[config.mk]
export PLATFORM = sky130hd
export DESIGN_NAME = lcrt_alu
export DESIGN_NICKNAME = d
export VERILOG_FILES = /design/src/lcrt_pkg.sv /design/src/lcrt_alu.sv
export SDC_FILE = /design/constraint.sdc
export NUM_CORES = 1
export LEC_CHECK = 0
export ABC_CLOCK_PERIOD_IN_PS = 2000
export BUFFER_PORTS_ARGS = -buffer_cell sky130_fd_sc_hd__buf_2
export CORE_MARGIN = 2
export CORE_UTILIZATION = 25
export DETAILED_ROUTE_END_ITERATION = 8
export PLACE_DENSITY = 0.57
export SETUP_SLACK_MARGIN = 0.5
export SLEW_MARGIN = 5
export SYNTH_ARGS = -nofsm -noshare
export SYNTH_HDL_FRONTEND = slang
export SYNTH_SLANG_ARGS = --single-unit
[constraint.sdc]
create_clock -name vclk -period 2
set_clock_uncertainty 0.15 [all_clocks]
set_input_delay 0.1 -clock vclk [all_inputs]
set_output_delay 0.1 -clock vclk [all_outputs]
set_load 0.01 [all_outputs]
[src/lcrt_pkg.sv]
// Package for the longest consecutive run tracker.
// Holds default sizes and field widths shared by the top level and the adder unit.
// No dependencies.
`default_nettype none

package lcrt_pkg;

  // Default value width; the run table has 2**VALUE_BITS entries.
  localparam int VALUE_BITS_DEF = 12;

  // Port widths fixed by the interface.
  localparam int VALUE_W   = 12;
  localparam int LONGEST_W = 13;

  // Width of the epoch tag stored with every table entry.
  localparam int EPOCH_BITS = 6;

  // Control for the shared adder: subtract selects a - b, otherwise a + b.
  typedef struct packed {
    logic subtract;
  } alu_ctrl_t;

endpackage

`default_nettype wire

[src/lcrt_alu.sv]
// Shared adder/subtractor used by the run tracker sequencer.
// Depends on lcrt_pkg for the control struct and the default width.
`default_nettype none

module lcrt_alu #(
  parameter int LEN_W = lcrt_pkg::VALUE_BITS_DEF + 1
) (
  input  wire  lcrt_pkg::alu_ctrl_t ctrl,
  input  wire  logic [LEN_W-1:0]    a,
  input  wire  logic [LEN_W-1:0]    b,
  output logic [LEN_W-1:0]          y
);
  import lcrt_pkg::*;

  logic [LEN_W-1:0] b_eff;

  // Two's complement subtract reuses the same carry chain.
  always_comb begin
    b_eff = ctrl.subtract ? ~b : b;
    y     = a + b_eff + {{(LEN_W-1){1'b0}}, ctrl.subtract};
  end

endmodule

`default_nettype wire

Yosys cells after proc, flatten, opt, wreduce, memory -nomap -nowiden
Cells that the tools add are included.
{"block": "totals", "input_bits": 27, "ff_bits": 0, "word_cells": 4}
{"block": "op_classes", "addsub": 2, "bitwise_logic": 1, "mux": 1}
{"op": "adder 13 x 1 -> 13 bit", "n": 1}
{"op": "adder 13 bit", "n": 1}
{"op": "2-to-1 mux 13 bit", "n": 1}
{"op": "NOT 13 bit", "n": 1}

Logic depth before layout (Yosys ltp)
{"block": "logic_depth", "ltp_word": 4, "mapped_depth": 8}

Worst setup path before layout
No wires, ideal clock.
{"block": "synth_timing", "kind": "input to output", "startpoint": "input ctrl", "endpoint": "output y[11]", "t_arrival_ns": 1.647, "required_ns": 1.750, "slack_ns": 0.103, "stages": 8, "path_buffers": 1, "cell_sequence": "buf_2 -> xor2_1 -> ha_1 -> a21oi_1 -> o22ai_2 -> o21bai_2 -> nor3b_2 -> a2bb2oi_2"}
{"block": "synth_between", "elab_chain_len": 3}
{"element": "from (decl)", "line_no": "lcrt_alu.sv:8", "rtl": "input wire lcrt_pkg::alu_ctrl_t ctrl,"}
{"element": "2-to-1 mux 13 bit", "line_no": "lcrt_alu.sv:19", "rtl": "b_eff = ctrl.subtract ? ~b : b;"}
{"element": "adder 13 bit", "line_no": "lcrt_alu.sv:20", "rtl": "y = a + b_eff + {{(LEN_W-1){1'b0}}, ctrl.subtract};"}
{"element": "adder 13 x 1 -> 13 bit *", "line_no": "lcrt_alu.sv:20"}
{"element": "to (decl)", "line_no": "lcrt_alu.sv:11", "rtl": "output logic [LEN_W-1:0] y"}
Mark *: on every way between the ends. The rest lies on a longest branch, timed or not.

Final worst setup path
Ends and elaborated chain as after synthesis.

==> run_results.csv <==
group,metric,value,unit
synth,synth.cell_area,693,sq um
floorplan,core-area,0.00269,sq mm
floorplan,die_y,56.7,um
cells_and_area,num-nets-final,199,
placed_design,place.detailed.hpwl,1720,um
synth,synth_top_area_cell,"xor2_1",
critical_path,critical_path.startpoint_type,"primary input",
cells_and_area,seq_cells,0,
critical_path,critPathSlowestCell,"ha_1",
critical_path,path_class,"in2out",
synth,yosys-top-cells-area,"xor2_1, ha_1, xnor2_1, a21oi_1, nand2_1",
cells_and_area,fillCellCount,281,
global_route,grt_max_degree,6,
global_route,grt_pass1_vias,832,
drt,antenna_left,0,
sta,grt_setup_unrepaired,"yes",
sta,hold_viol,0,
global_route,track_usage,0.127,
global_route,gr-usage-met1,0.164,
sta,setup_violations,0,
synth,synth.top_cell.area_share,0.227,
pwr,p_leak,0.678,nW
global_route,globalRoute.totalOverflow,0,
cells_and_area,layout_common_cells,"buf_2, buf_4, xor2_1, ha_1",
hold_path,hold_end,"y[0]",
hold_path,min_path_cells,3,
floorplan,rows,19,
drt,avgViaCountPerCell,4.72,
drt,wl,2130,um
sta,holdWs,0.320,ns
synth,syn_inst,92,
global_route,antenna_found_initial,0,
placed_design,port_buffers,40,
synth,synth_xor_area_frac,0.303,
critical_path,max_stage_delay,0.37,ns
cells_and_area,antennaDiodeCount,0,
drt,num_vias,893,
synth,muxShareOfSynthArea,0.0199,
cells_and_area,regArea,0,sq um
pwr,ir_drop,0.299,mV
hold_path,hp-class,"in2out",
pwr,p_per_area,488,mW/mm^2
synth,yosysWarningCount,0,
sta,slew_violations,0,
run_status,outcome,"finished clean",
drt,drcViolationCount,0,
sta,min_period,1.98,ns
floorplan,ios,40,
cells_and_area,clockBufferCount,0,
sta,post-route-period-util,0.992,
floorplan,die_width,56.7,um
synth,yosys.area_share.simple,0.164,
drt,dr.first_iter.drc_count,5,
global_route,grt_use_met3,0.00691,
sta,max_freq,504,MHz
synth,synth_compound_area_frac,0.251,
critical_path,worstPathRequired,1.75,ns
synth,synth_cell_type_count,28,
sta,maxSlewHeadroom,0.837,
cells_and_area,syn_to_final_growth,92.2,%
global_route,use_met2,0.238,
synth,synth_fa_ha_area_frac,0.227,
synth,syn_nets,131,
sta,worstMarginPinSlew,0.243,ns
hold_path,hold_path_startpoint,"b[0]",
cells_and_area,layout_commonest_cell,"buf_2",
synth,synth_top_family_by_area,"XOR/XNOR gates",
drt,wl_per_cell,11.3,um
synth,yosysSeqAreaShare,0,
placed_design,gp_congestion,0.796,
cells_and_area,finish.instance_area,0.00133,sq mm
floorplan,initial_core_util,0.258,
critical_path,worst-endpoint-arrival,1.73,ns
drt,dr.pass1.iters,4,
synth,syn_avg_cell_area,7.53,sq um
critical_path,crit_fanout,5,
cells_and_area,drive_gt1_frac,0.601,
critical_path,crit_path_end_kind,"output pin",
job,cap_violations,0,
global_route,grt_pass1_wl,3400,um
placed_design,dpl-instance-area,0.00114,sq mm
floorplan,die_area,0.00321,sq mm
critical_path,crit_chain,"buf_12 -> xor2_1 -> ha_1 -> a21oi_2 -> o22ai_2 -> or2_1 -> o211ai_1 -> a2bb2oi_2 -> buf_2",
global_route,top_usage_layer,"met2",
layout make-up:
class,count,area (sq um),share of cell area
inverter,5,18.8,0.0141
timing repair buffer,67,467,0.350
multi-input combinational,86,808,0.607
tap,31,38.8,0.0291
critical path, delay by kind of cell:
| family | cells | cell delay [ns] |
|---|---|---|
| AOI/OAI and AO/OA | 4 | 0.60 |
| xor gates and xnor gates | 1 | 0.14 |
| and+or+nand+nor | 1 | 0.26 |
| adders and majority gates | 1 | 0.37 |
| buffers and inverters | 2 | 0.25 |
worst max path at each step:
stage | start | endpoint | slack (ns) | depth (start not counted)
3_5_place_dp | ctrl | y[9] | -0.1 | 10
4_1_cts | ctrl | y[9] | 0.004 | 10
5_1_grt | ctrl | y[11] | -0.07 | 9
2_1_floorplan | ctrl | y[11] | 0.22 | 8
3_3_place_gp | ctrl | y[12] | -0.05 | 10
6_report | ctrl | y[11] | 0.02 | 9
synthesized netlist by cell type, drive strengths merged:
master,count
nor3b,1
inv,5
and2,1
ha,11
xnor2,6
or2,1
mux2i,1
nand2,9
fa,1
xor2,18
o21bai,2
nand3,2
a21o,1
buf,1
nor2b,1
o211ai,3
o2111ai,1
o22ai,1
a21oi,10
nand2b,2
nor3,1
o21ai,6
a2bb2oi,1
a32oi,1
nand4,1
nor2,4
cell families (layout without fill, tap and decap cells):
group / after synthesis / in the layout
XOR/XNOR: 24 / 24
adder cells (fa/ha/maj): 12 / 12
buffers and inverters: 6 / 72
multiplexers: 1 / 1
AO/OA/AOI/OAI: 26 / 26
AND/OR/NAND/NOR: 23 / 23
power breakdown:
part	internal [mW]	total (mW)	switching [mW]
clock	0	0	0
sequential	0	0	0
combinational	0.345	0.650	0.304
timing repair:
action | in CTS | in global routing
endpoints found under the hold margin | 0 | 0
setup buffers | 5 | 1
gates cloned | 0 | 0
hold buffers | 0 | 0
gates resized for setup | 17 | 17
pin swaps | 25 | 19
endpoints found under the setup margin | 11 | 11
layer usage:
metal  vias up  share of wire
li1        460              -
met1       400           0.41
met5         -              0
met4         0          0.017
met2        29           0.52
met3         4          0.056
stage by stage:
step           instances  setup TNS (ns)  setup slack [ns]  utilization  power [mW]
2_1_floorplan         92               0             0.218            -       0.335
3_3_place_gp         183          -0.142           -0.0478        0.423       0.547
3_5_place_dp         183          -0.280           -0.0962        0.423       0.554
4_1_cts              188               0           0.00391        0.463       0.599
5_1_grt              189          -0.240           -0.0736        0.496       0.706
6_report             189               0            0.0166        0.496       0.650
No activity file was read; power rests on OpenSTA's default activity.
